`src/hdl/lrf_pkg.sv`:
```
// lrf_pkg: shared types, constants and crc32c helpers of the log record fragmenter
// no dependencies; used by lrf_front, lrf_queue, lrf_back and log_record_fragmenter_top
`timescale 1ns / 1ps

package lrf_pkg;

    // block size is a power of two, 2**6 .. 2**16 bytes
    localparam int BLOCK_LOG2  = 15;
    localparam int BLOCK_SIZE  = 2 ** BLOCK_LOG2;
    localparam int OFF_W       = BLOCK_LOG2 + 1;
    localparam int POS_W       = 48;
    localparam int LEN_W       = 16;
    localparam int CRC_W       = 32;
    localparam int HDR_BYTES   = 7;
    localparam int ADV_W       = 5;
    localparam int TDATA_W     = 112;

    localparam logic [OFF_W-1:0] BLOCK_END = OFF_W'(BLOCK_SIZE);
    localparam logic [OFF_W-1:0] HDR_OFF   = OFF_W'(HDR_BYTES);

    localparam int QUEUE_DEPTH = 2;
    localparam int QPTR_W      = $clog2(QUEUE_DEPTH);
    localparam int QCNT_W      = $clog2(QUEUE_DEPTH + 1);

    localparam logic [CRC_W-1:0] CRC_POLY       = 32'h82F63B78;
    localparam logic [CRC_W-1:0] CRC_INIT       = 32'hFFFFFFFF;
    localparam logic [CRC_W-1:0] CRC_MASK_DELTA = 32'hA282EAD8;

    typedef enum logic [1:0] {
        KIND_PAYLOAD = 2'd0,
        KIND_HEADER  = 2'd1,
        KIND_PAD     = 2'd2
    } t_kind;

    typedef enum logic [2:0] {
        TYPE_NONE   = 3'd0,
        TYPE_FULL   = 3'd1,
        TYPE_FIRST  = 3'd2,
        TYPE_MIDDLE = 3'd3,
        TYPE_LAST   = 3'd4
    } t_frag_type;

    typedef enum logic [1:0] {
        PH_PRE  = 2'd0,
        PH_MID  = 2'd1,
        PH_POST = 2'd2
    } t_phase;

    // one result word; crc holds the raw register, masked on the way out
    typedef struct packed {
        t_kind              kind;
        logic [POS_W-1:0]   pos;
        logic [7:0]         data;
        logic [CRC_W-1:0]   crc;
        logic [LEN_W-1:0]   len;
        t_frag_type         ftype;
        logic [2:0]         pad;
    } t_slot;

    // everything one input word causes: optional pad or empty header, the
    // byte or the closing header of an empty record, optional closing header
    typedef struct packed {
        logic   pre_valid;
        t_slot  pre;
        t_slot  mid;
        logic   post_valid;
        t_slot  post;
    } t_entry;

    typedef struct packed {
        logic full;
        logic empty;
    } t_q_status;

    // reflected crc32c, one byte
    function automatic logic [CRC_W-1:0] crc_byte(input logic [CRC_W-1:0] crc_in,
                                                  input logic [7:0] b);
        logic [CRC_W-1:0] c;
        c = crc_in ^ {24'd0, b};
        for (int i = 0; i < 8; i++) begin
            c = c[0] ? ((c >> 1) ^ CRC_POLY) : (c >> 1);
        end
        return c;
    endfunction

    function automatic logic [CRC_W-1:0] crc_mask(input logic [CRC_W-1:0] crc_in);
        logic [CRC_W-1:0] c;
        c = ~crc_in;
        return {c[14:0], c[31:15]} + CRC_MASK_DELTA;
    endfunction

    // crc registers right after the type byte of each fragment type
    localparam logic [CRC_W-1:0] SEED_FULL   = crc_byte(CRC_INIT, {5'd0, TYPE_FULL});
    localparam logic [CRC_W-1:0] SEED_FIRST  = crc_byte(CRC_INIT, {5'd0, TYPE_FIRST});
    localparam logic [CRC_W-1:0] SEED_MIDDLE = crc_byte(CRC_INIT, {5'd0, TYPE_MIDDLE});
    localparam logic [CRC_W-1:0] SEED_LAST   = crc_byte(CRC_INIT, {5'd0, TYPE_LAST});

endpackage

```
`src/hdl/log_record_fragmenter_top.sv`:
```
// log_record_fragmenter_top: write-ahead-log framing of record bytes with crc32c fragment headers
// depends on lrf_pkg, lrf_front, lrf_queue, lrf_back
//
//   channel   | direction | word contents
//   ----------+-----------+---------------------------------------------------------------
//   s_axis    | in        | tdata: data_byte; tlast: record_end; tuser: empty_record
//   m_axis    | out       | tdata: position, out_byte, header_crc, header_length,
//             |           |        header_type, pad_length; tuser: kind; tlast: run_last
//   cfg       | in        | i_cfg_data: start_length (log file length), always ready
//
// one input word enters per cycle while the queue has room; it yields one to three result
// words, and the output register hands out one result word per cycle while m_axis is
// ready, so a word that closes a fragment or needs tail padding holds the input side
// once the two-entry queue fills. each result word passes the queue, then the output register.
// reset (synchronous, active low) restarts framing at zero; a cfg write at start_length.
// either side may stall on its own; the queue and the output register absorb it.
`timescale 1ns / 1ps

module log_record_fragmenter_top (
    input  logic                          i_clk,
    input  logic                          i_rst_n,
    // configuration
    input  logic                          i_cfg_valid,
    output logic                          o_cfg_ready,
    input  logic [lrf_pkg::POS_W-1:0]     i_cfg_data,
    // record bytes in
    input  logic                          s_axis_tvalid,
    output logic                          s_axis_tready,
    input  logic [7:0]                    s_axis_tdata,   // [7:0] data_byte
    input  logic                          s_axis_tlast,
    input  logic                          s_axis_tuser,   // [0] empty_record
    // layout words out
    output logic                          m_axis_tvalid,
    input  logic                          m_axis_tready,
    // [47:0] position, [55:48] out_byte, [87:56] header_crc,
    // [103:88] header_length, [106:104] header_type, [109:107] pad_length, rest zero
    output logic [lrf_pkg::TDATA_W-1:0]   m_axis_tdata,
    output logic [1:0]                    m_axis_tuser,   // [1:0] kind
    output logic                          m_axis_tlast
);

    lrf_pkg::t_entry     w_entry;
    lrf_pkg::t_entry     w_head;
    lrf_pkg::t_q_status  w_q_status;
    logic                w_push;
    logic                w_pop;

    // the user must issue config writes only while idle; the block does not enforce this and always takes them
    assign o_cfg_ready = 1'b1;

    // front: block/fragment bookkeeping and both crc32c registers
    lrf_front u_front (
        .i_clk          (i_clk),
        .i_rst_n        (i_rst_n),
        .i_cfg_valid    (i_cfg_valid),
        .i_cfg_data     (i_cfg_data),
        .i_valid        (s_axis_tvalid),
        .i_data_byte    (s_axis_tdata),
        .i_record_end   (s_axis_tlast),
        .i_empty_record (s_axis_tuser),
        .i_q_status     (w_q_status),
        .o_ready        (s_axis_tready),
        .o_push         (w_push),
        .o_entry        (w_entry)
    );

    // entries of up to three result words
    lrf_queue u_queue (
        .i_clk    (i_clk),
        .i_rst_n  (i_rst_n),
        .i_push   (w_push),
        .i_entry  (w_entry),
        .i_pop    (w_pop),
        .o_head   (w_head),
        .o_status (w_q_status)
    );

    // back: one result word per cycle while the output is ready, crc masking on the way out
    lrf_back u_back (
        .i_clk      (i_clk),
        .i_rst_n    (i_rst_n),
        .i_head     (w_head),
        .i_q_status (w_q_status),
        .o_pop      (w_pop),
        .o_valid    (m_axis_tvalid),
        .i_ready    (m_axis_tready),
        .o_data     (m_axis_tdata),
        .o_user     (m_axis_tuser),
        .o_last     (m_axis_tlast)
    );

`ifndef SYNTHESIS
    // padding only ever fills a tail shorter than a header
    ap_pad_len: assert property (@(posedge i_clk) disable iff (!i_rst_n)
        (m_axis_tvalid && m_axis_tuser == lrf_pkg::KIND_PAD) |->
        (m_axis_tdata[109:107] != 3'd0 && m_axis_tdata[109:107] <= 3'd6))
        else $error("pad word with bad length");

    // header words carry a real fragment type and fit in one block
    ap_hdr: assert property (@(posedge i_clk) disable iff (!i_rst_n)
        (m_axis_tvalid && m_axis_tuser == lrf_pkg::KIND_HEADER) |->
        ((m_axis_tdata[106:104] == lrf_pkg::TYPE_FULL ||
          m_axis_tdata[106:104] == lrf_pkg::TYPE_FIRST ||
          m_axis_tdata[106:104] == lrf_pkg::TYPE_MIDDLE ||
          m_axis_tdata[106:104] == lrf_pkg::TYPE_LAST) &&
         (32'(m_axis_tdata[103:88]) <= 32'(lrf_pkg::BLOCK_SIZE - lrf_pkg::HDR_BYTES))))
        else $error("header word with bad type or length");

    // back part never retires an entry the queue does not hold
    ap_pop: assert property (@(posedge i_clk) disable iff (!i_rst_n)
        w_pop |-> !w_q_status.empty)
        else $error("pop from empty queue");

    // an accepted word is in the queue on the next cycle
    ap_push: assert property (@(posedge i_clk) disable iff (!i_rst_n)
        (s_axis_tvalid && s_axis_tready) |=> !w_q_status.empty)
        else $error("accepted word lost");
`endif

endmodule

```
`src/hdl/lrf_front.sv`:
```
// lrf_front: accepts record bytes, tracks block and fragment state, builds one queue entry per word
// depends on lrf_pkg
`timescale 1ns / 1ps

module lrf_front (
    input  logic                          i_clk,
    input  logic                          i_rst_n,
    input  logic                          i_cfg_valid,
    input  logic [lrf_pkg::POS_W-1:0]     i_cfg_data,
    input  logic                          i_valid,
    input  logic [7:0]                    i_data_byte,
    input  logic                          i_record_end,
    input  logic                          i_empty_record,
    input  lrf_pkg::t_q_status            i_q_status,
    output logic                          o_ready,
    output logic                          o_push,
    output lrf_pkg::t_entry               o_entry
);

    logic [lrf_pkg::OFF_W-1:0] r_boff,   n_boff;
    logic [lrf_pkg::POS_W-1:0] r_fpos,   n_fpos;
    logic [lrf_pkg::POS_W-1:0] r_hpos,   n_hpos;
    logic [lrf_pkg::LEN_W-1:0] r_flen,   n_flen;
    logic [lrf_pkg::CRC_W-1:0] r_cb,     n_cb;
    logic [lrf_pkg::CRC_W-1:0] r_cc,     n_cc;
    logic                      r_rb,     n_rb;
    logic                      r_in_frag, n_in_frag;

    logic [lrf_pkg::OFF_W-1:0] left, boff_open, boff_b, boff_new;
    logic                      open_frag, short_tail, pad_v, dbl;
    logic [2:0]                skip;
    logic [lrf_pkg::ADV_W-1:0] open_adv, byte_adv;
    logic [lrf_pkg::POS_W-1:0] pos_skip, pos_body, byte_pos, pos_after;
    logic                      rb_cur, close_cont;
    logic [lrf_pkg::CRC_W-1:0] cb_base, cc_base, cb_new, cc_new;
    logic [lrf_pkg::POS_W-1:0] hpos_cur;
    logic [lrf_pkg::LEN_W-1:0] flen_base, flen_new;

    function automatic lrf_pkg::t_slot hdr_slot(input logic [lrf_pkg::POS_W-1:0] pos,
                                                input logic [lrf_pkg::CRC_W-1:0] crc,
                                                input logic [lrf_pkg::LEN_W-1:0] len,
                                                input lrf_pkg::t_frag_type ftype);
        lrf_pkg::t_slot s;
        s       = '0;
        s.kind  = lrf_pkg::KIND_HEADER;
        s.pos   = pos;
        s.crc   = crc;
        s.len   = len;
        s.ftype = ftype;
        return s;
    endfunction

    assign o_ready = !i_q_status.full;
    assign o_push  = i_valid && o_ready;

    always_comb begin
        // opening a fragment: pad a short tail, then reserve the header
        open_frag  = !r_in_frag;
        left       = lrf_pkg::BLOCK_END - r_boff;
        short_tail = left < lrf_pkg::HDR_OFF;
        skip       = (open_frag && short_tail) ? left[2:0] : 3'd0;
        pad_v      = open_frag && short_tail && (left != '0);
        boff_open  = ((open_frag && short_tail) ? '0 : r_boff) + lrf_pkg::HDR_OFF;
        // exactly a header's room left and a byte to place
        dbl        = !i_empty_record && open_frag && (boff_open == lrf_pkg::BLOCK_END);

        open_adv   = lrf_pkg::ADV_W'(skip) + lrf_pkg::ADV_W'(lrf_pkg::HDR_BYTES);
        byte_adv   = !open_frag ? '0 :
                     (dbl ? lrf_pkg::ADV_W'(2 * lrf_pkg::HDR_BYTES) : open_adv);
        pos_skip   = r_fpos + lrf_pkg::POS_W'(skip);
        pos_body   = r_fpos + lrf_pkg::POS_W'(open_adv);
        byte_pos   = r_fpos + lrf_pkg::POS_W'(byte_adv);
        pos_after  = r_fpos + lrf_pkg::POS_W'(byte_adv + lrf_pkg::ADV_W'(1));

        rb_cur     = dbl ? 1'b0 : r_rb;
        cb_base    = open_frag ? (rb_cur ? lrf_pkg::SEED_FULL  : lrf_pkg::SEED_LAST)   : r_cb;
        cc_base    = open_frag ? (rb_cur ? lrf_pkg::SEED_FIRST : lrf_pkg::SEED_MIDDLE) : r_cc;
        hpos_cur   = open_frag ? (dbl ? pos_body : pos_skip) : r_hpos;
        flen_base  = open_frag ? '0 : r_flen;
        boff_b     = dbl ? lrf_pkg::HDR_OFF : (open_frag ? boff_open : r_boff);

        boff_new   = boff_b + lrf_pkg::OFF_W'(1);
        flen_new   = flen_base + lrf_pkg::LEN_W'(1);
        cb_new     = lrf_pkg::crc_byte(cb_base, i_data_byte);
        cc_new     = lrf_pkg::crc_byte(cc_base, i_data_byte);
        close_cont = !i_record_end && (boff_new == lrf_pkg::BLOCK_END);

        // entry
        o_entry           = '0;
        o_entry.pre_valid = pad_v || dbl;
        if (pad_v) begin
            o_entry.pre.kind = lrf_pkg::KIND_PAD;
            o_entry.pre.pos  = r_fpos;
            o_entry.pre.pad  = left[2:0];
        end else begin
            o_entry.pre = hdr_slot(r_fpos,
                                   r_rb ? lrf_pkg::SEED_FIRST : lrf_pkg::SEED_MIDDLE,
                                   '0,
                                   r_rb ? lrf_pkg::TYPE_FIRST : lrf_pkg::TYPE_MIDDLE);
        end
        if (i_empty_record) begin
            o_entry.mid = hdr_slot(hpos_cur, cb_base, flen_base,
                                   rb_cur ? lrf_pkg::TYPE_FULL : lrf_pkg::TYPE_LAST);
        end else begin
            o_entry.mid.kind = lrf_pkg::KIND_PAYLOAD;
            o_entry.mid.pos  = byte_pos;
            o_entry.mid.data = i_data_byte;
        end
        o_entry.post_valid = !i_empty_record && (i_record_end || close_cont);
        if (i_record_end) begin
            o_entry.post = hdr_slot(hpos_cur, cb_new, flen_new,
                                    rb_cur ? lrf_pkg::TYPE_FULL : lrf_pkg::TYPE_LAST);
        end else begin
            o_entry.post = hdr_slot(hpos_cur, cc_new, flen_new,
                                    rb_cur ? lrf_pkg::TYPE_FIRST : lrf_pkg::TYPE_MIDDLE);
        end

        // next state
        n_boff    = r_boff;
        n_fpos    = r_fpos;
        n_hpos    = r_hpos;
        n_flen    = r_flen;
        n_cb      = r_cb;
        n_cc      = r_cc;
        n_rb      = r_rb;
        n_in_frag = r_in_frag;
        if (i_cfg_valid) begin
            n_boff    = {1'b0, i_cfg_data[lrf_pkg::BLOCK_LOG2-1:0]};
            n_fpos    = i_cfg_data;
            n_hpos    = '0;
            n_flen    = '0;
            n_cb      = '0;
            n_cc      = '0;
            n_rb      = 1'b1;
            n_in_frag = 1'b0;
        end else if (o_push) begin
            if (i_empty_record) begin
                n_boff    = open_frag ? boff_open : r_boff;
                n_fpos    = open_frag ? pos_body : r_fpos;
                n_rb      = 1'b1;
                n_in_frag = 1'b0;
            end else begin
                n_boff    = boff_new;
                n_fpos    = pos_after;
                n_hpos    = hpos_cur;
                n_flen    = flen_new;
                n_cb      = cb_new;
                n_cc      = cc_new;
                n_in_frag = !(i_record_end || close_cont);
                n_rb      = i_record_end ? 1'b1 : (close_cont ? 1'b0 : rb_cur);
            end
        end
    end

    always_ff @(posedge i_clk) begin
        if (!i_rst_n) begin
            r_boff    <= '0;
            r_fpos    <= '0;
            r_rb      <= 1'b1;
            r_in_frag <= 1'b0;
        end else begin
            r_boff    <= n_boff;
            r_fpos    <= n_fpos;
            r_rb      <= n_rb;
            r_in_frag <= n_in_frag;
        end
    end

    // only read while a fragment is open
    always_ff @(posedge i_clk) begin
        r_hpos <= n_hpos;
        r_flen <= n_flen;
        r_cb   <= n_cb;
        r_cc   <= n_cc;
    end

endmodule

```
`src/hdl/lrf_queue.sv`:
```
// lrf_queue: short entry queue between the front and back parts
// depends on lrf_pkg
`timescale 1ns / 1ps

module lrf_queue (
    input  logic                i_clk,
    input  logic                i_rst_n,
    input  logic                i_push,
    input  lrf_pkg::t_entry     i_entry,
    input  logic                i_pop,
    output lrf_pkg::t_entry     o_head,
    output lrf_pkg::t_q_status  o_status
);

    lrf_pkg::t_entry            r_mem [lrf_pkg::QUEUE_DEPTH];
    logic [lrf_pkg::QPTR_W-1:0] r_wr, n_wr;
    logic [lrf_pkg::QPTR_W-1:0] r_rd, n_rd;
    logic [lrf_pkg::QCNT_W-1:0] r_cnt, n_cnt;

    function automatic logic [lrf_pkg::QPTR_W-1:0] ptr_inc(
        input logic [lrf_pkg::QPTR_W-1:0] p);
        return (p == lrf_pkg::QPTR_W'(lrf_pkg::QUEUE_DEPTH - 1)) ?
               '0 : p + lrf_pkg::QPTR_W'(1);
    endfunction

    assign o_head         = r_mem[r_rd];
    assign o_status.full  = (r_cnt == lrf_pkg::QCNT_W'(lrf_pkg::QUEUE_DEPTH));
    assign o_status.empty = (r_cnt == '0);

    always_comb begin
        n_wr  = i_push ? ptr_inc(r_wr) : r_wr;
        n_rd  = i_pop  ? ptr_inc(r_rd) : r_rd;
        n_cnt = r_cnt + lrf_pkg::QCNT_W'(i_push) - lrf_pkg::QCNT_W'(i_pop);
    end

    always_ff @(posedge i_clk) begin
        if (!i_rst_n) begin
            r_wr  <= '0;
            r_rd  <= '0;
            r_cnt <= '0;
        end else begin
            r_wr  <= n_wr;
            r_rd  <= n_rd;
            r_cnt <= n_cnt;
        end
    end

    always_ff @(posedge i_clk) begin
        if (i_push) begin
            r_mem[r_wr] <= i_entry;
        end
    end

endmodule

```
`src/hdl/lrf_back.sv`:
```
// lrf_back: walks the slots of the head entry and drives the registered result word
// depends on lrf_pkg
`timescale 1ns / 1ps

module lrf_back (
    input  logic                         i_clk,
    input  logic                         i_rst_n,
    input  lrf_pkg::t_entry              i_head,
    input  lrf_pkg::t_q_status           i_q_status,
    output logic                         o_pop,
    output logic                         o_valid,
    input  logic                         i_ready,
    output logic [lrf_pkg::TDATA_W-1:0]  o_data,
    output logic [1:0]                   o_user,
    output logic                         o_last
);

    lrf_pkg::t_phase               r_phase, n_phase, eff;
    logic                          r_valid, n_valid;
    logic [lrf_pkg::TDATA_W-1:0]   r_data;
    logic [1:0]                    r_user;
    logic                          r_last;
    lrf_pkg::t_slot                slot;
    logic                          load, last_slot;
    logic [lrf_pkg::CRC_W-1:0]     crc_out;

    always_comb begin
        eff = (r_phase == lrf_pkg::PH_PRE && !i_head.pre_valid) ? lrf_pkg::PH_MID : r_phase;
        case (eff)
            lrf_pkg::PH_PRE:  slot = i_head.pre;
            lrf_pkg::PH_MID:  slot = i_head.mid;
            lrf_pkg::PH_POST: slot = i_head.post;
            default:          slot = i_head.mid;
        endcase
        last_slot = (eff == lrf_pkg::PH_POST) ||
                    (eff == lrf_pkg::PH_MID && !i_head.post_valid);
        load      = !i_q_status.empty && (!r_valid || i_ready);
        o_pop     = load && last_slot;
        crc_out   = (slot.kind == lrf_pkg::KIND_HEADER) ? lrf_pkg::crc_mask(slot.crc) : '0;

        n_phase = r_phase;
        if (load) begin
            if (last_slot) begin
                n_phase = lrf_pkg::PH_PRE;
            end else begin
                case (eff)
                    lrf_pkg::PH_PRE: n_phase = lrf_pkg::PH_MID;
                    lrf_pkg::PH_MID: n_phase = lrf_pkg::PH_POST;
                    default:         n_phase = lrf_pkg::PH_PRE;
                endcase
            end
        end
        n_valid = load ? 1'b1 : (i_ready ? 1'b0 : r_valid);
    end

    always_ff @(posedge i_clk) begin
        if (!i_rst_n) begin
            r_phase <= lrf_pkg::PH_PRE;
            r_valid <= 1'b0;
        end else begin
            r_phase <= n_phase;
            r_valid <= n_valid;
        end
    end

    always_ff @(posedge i_clk) begin
        if (load) begin
            r_data <= {2'b00, slot.pad, slot.ftype, slot.len, crc_out, slot.data, slot.pos};
            r_user <= slot.kind;
            r_last <= last_slot;
        end
    end

    assign o_valid = r_valid;
    assign o_data  = r_data;
    assign o_user  = r_user;
    assign o_last  = r_last;

endmodule
```
`config.mk`:
```
export PLATFORM = sky130hd
export DESIGN_NAME = log_record_fragmenter_top
export DESIGN_NICKNAME = d
export VERILOG_FILES = /design/src/hdl/lrf_pkg.sv /design/src/hdl/log_record_fragmenter_top.sv /design/src/hdl/lrf_front.sv /design/src/hdl/lrf_queue.sv /design/src/hdl/lrf_back.sv
export SDC_FILE = /design/constraint.sdc
export NUM_CORES = 2
export LEC_CHECK = 0
export BUFFER_PORTS_ARGS = -buffer_cell sky130_fd_sc_hd__buf_2
export CORE_ASPECT_RATIO = 0.8
export CORE_MARGIN = 8
export CORE_UTILIZATION = 30
export CTS_CLUSTER_DIAMETER = 80
export DETAILED_ROUTE_END_ITERATION = 10
export PLACE_DENSITY = 0.47
export SLEW_MARGIN = 20
export SYNTH_ARGS = -nofsm -noshare
export SYNTH_HDL_FRONTEND = slang
export SYNTH_SLANG_ARGS = --single-unit
```
`constraint.sdc`:
```
create_clock -name i_clk -period 13.88 [get_ports i_clk]
set_input_delay 1.388 -clock i_clk [delete_from_list [all_inputs] [get_ports i_clk]]
set_output_delay 1.388 -clock i_clk [all_outputs]
set_load 0.03 [all_outputs]
```
==> results.yml <==
clocking:
  cts.sinks: 841
  cts_max_level: 3
  cts_max_path_buffers: 3
  clkTransAtPathRegs_ns: 0.06
  cts_buffers: 95
  post_cts_buffers: 0
  cts_tree: "yes"
  cts_hold_buffers: 0
  cts_resized: 0
  clk_latency_ns: 0.70
  cts_root_buf: "clkbuf_16"
place:
  place.port_buffers: 177
  dp_hpwl_um: 90300
  placed_area_um2: 43200
  dp.cells: 5405
  gp_congestion: 0.909
  dp_slack_ns: 5.74
setup_path:
  worstSetupPathType: "reg2reg"
  worstPathMaxFanout: 12
  critPathTopFamily: "simple AND/OR/NAND/NOR gates"
  path_buf_inv: 3
  cp_slowest_cell: "nor2b_1"
  required_ns: 14.47
  r2r_slack_ns: 5.58
  worstPathArrival_ns: 8.88
  rr_worst_depth: 30
  crit_path_start_kind: "register"
  end_kind: "register"
  cpPeakStageDelay_ns: 0.62
  cp.depth: 30
global_routing:
  grt_pass1_vias: 28200
  grt_pass1_wl_um: 197000
  overflow: 0
  grt_max_degree: 135
  gr-usage-all-layers_pct: 17.7
  antenna_found_initial: 13
layout:
  area_growth_pct: 14.4
  nNetsFinal: 3828
  ff_latch_area_um2: 23200
  nFillCells: 13400
  design_area_um2: 46500
  stdcell_count: 5587
  fin_util_pct: 34.7
  drive_gt1_share_pct: 12.2
  multi_input_area_um2: 16200
synth:
  synthArstFlopShare_pct: 0
  netlist_area_um2: 40600
  synth_most_common_cell: "edfxtp_1"
  synth_top_area_share_pct: 47.2
  synth-seq-cells: 841
  avgSynthCellArea_um2: 11.0
  synth.distinct_cells: 102
  synth_top_cells_by_count: "edfxtp_1, nand2_1, nor2_1"
  seq_area_frac_synth_pct: 57.2
  syn_inst: 3680
  synth_area_leader_cell: "edfxtp_1"
  ys.flop_type: "edfxtp_1"
  yosys_warnings: 0
  synth_edf_count: 639
  synthTopCellsByArea: "edfxtp_1, dfxtp_1, xnor2_1, nand2_1, mux2i_1"
worst_hold_path:
  hold_class: "reg2reg"
  whs_path_depth: 2
detailed_routing:
  wl_per_cell_um: 24.3
  viasPerCell: 5.18
  postRouteAntennaNets: 0
  vias: 29000
  drc: 0
  wl_um: 136000
  first_iter_violations: 2669
  firstDrtPassIters: 6
floorplan:
  top_level_ports: 181
  die_area_um2: 148000
  num_rows: 120
  initial_utilization_pct: 30.3
  die_w_um: 428
  die_h_um: 345
  core_area_um2: 134000
sta:
  period_share_pct: 59.8
  finalSetupTns_ns: 0
  rsz0062_at_grt: "no"
  tightest_slew_ns: 1.12
  fin_hold_ws_ns: 0.449
  setup_slack_ns: 5.58
  fin_worst_skew_ns: 0.0332
  relSlewSlack_pct: 25.6
  setup_viol: 0
  fmax_mhz: 121
  hold_violations: 0
  fin_crit_ns: 8.30
  drv_slew: 0
power:
  ir_drop_v: 0.000107
  p_per_area_nw_per_um2: 199
  finalPower_mw: 9.25
  p_leak_nw: 15.8
status:
  outcome: "finished, final reports clean"
flow_run:
  drv_cap: 0
## worst register-to-register path: cells and delay by family, from the launching register on
kind | cells | cell delay [ns]
fa+ha+maj | 4 | 1.38
flops | 1 | 0.47
compound gates | 8 | 2.10
buf+inv | 3 | 0.33
simple gates | 13 | 3.61
xor+xnor | 2 | 0.32
## routing by layer
layer  vias to the layer above  GRT usage [%]  wire, um  part of all wire [%]
met3                       206           4.09      9370                   6.9
li1                      13500              -         -                     -
met4                        10           4.69      3500                   2.6
met2                       847           26.4     58100                    43
met1                     14400           25.7     64400                    48
met5                         -              0        64                 0.047
## cell usage in the layout (no fill, tap or decap), drive strengths merged, types with 55 or more instances in the layout
cell type,instances
dfxtp,202
o211ai,55
a21oi,196
clkbuf,121
nor3,86
nor2,312
inv,61
buf,235
edfxtp,639
mux2i,132
a221o,96
o21ai,269
xor2,116
xnor2,240
nand2,405
## power by group
group / switching [mW] / leakage, nW / total (mW) / internal (mW)
registers: 0.231 / 7.75 / 3.61 / 3.38
clock network: 1.10 / 1.60 / 2.67 / 1.57
logic: 2.08 / 6.43 / 2.97 / 0.885
## kinds of logic (layout without fill, tap and decap cells)
| family | after synthesis | count (layout) | synth area share, % |
|---|---|---|---|
| muxes | 149 | 149 | 3.72 |
| xor gates and xnor gates | 369 | 369 | 8.55 |
| AOI/OAI and AO/OA | 835 | 835 | 13.6 |
| and+or+nand+nor | 1111 | 1111 | 12.6 |
| DFF | 841 | 841 | 57.2 |
| other | 2 | 5 | 0.0185 |
| adders and majority gates | 32 | 32 | 1.06 |
| buffers and inverters | 341 | 476 | 3.25 |
## layout make-up
cell class | instances | share of cell area [%]
timing repair buffer | 235 | 2.89
tap | 1769 | 4.76
inverter | 61 | 0.506
multi-input combinational | 2499 | 34.7
antenna | 2 | 0.0108
clock buffer | 121 | 5.54
clock inverter | 59 | 1.60
sequential | 841 | 50.0
## state kept, by name, indices dropped and copies added, names as in the netlist, 2 cells and up, named ones only
register        count
u_front.r_hpos     48
u_back.o_user       2
u_back.o_data     110
u_queue.r_mem     526
u_queue.r_cnt       2
u_back.r_phase      2
u_front.r_cc       32
u_front.r_fpos     48
u_front.r_boff     16
u_front.r_flen     16
u_front.r_cb       32
## final timing paths
kind,start,end
hold reg to reg,u_front.r_cb[27],u_front.r_cb[27]
setup reg to reg,u_front.r_boff[0],u_front.r_fpos[34]
setup / recovery,u_front.r_boff[0],u_front.r_fpos[34]
hold / removal,u_front.r_cb[27],u_front.r_cb[27]
Note: power is estimated with default switching activity, not from simulation.
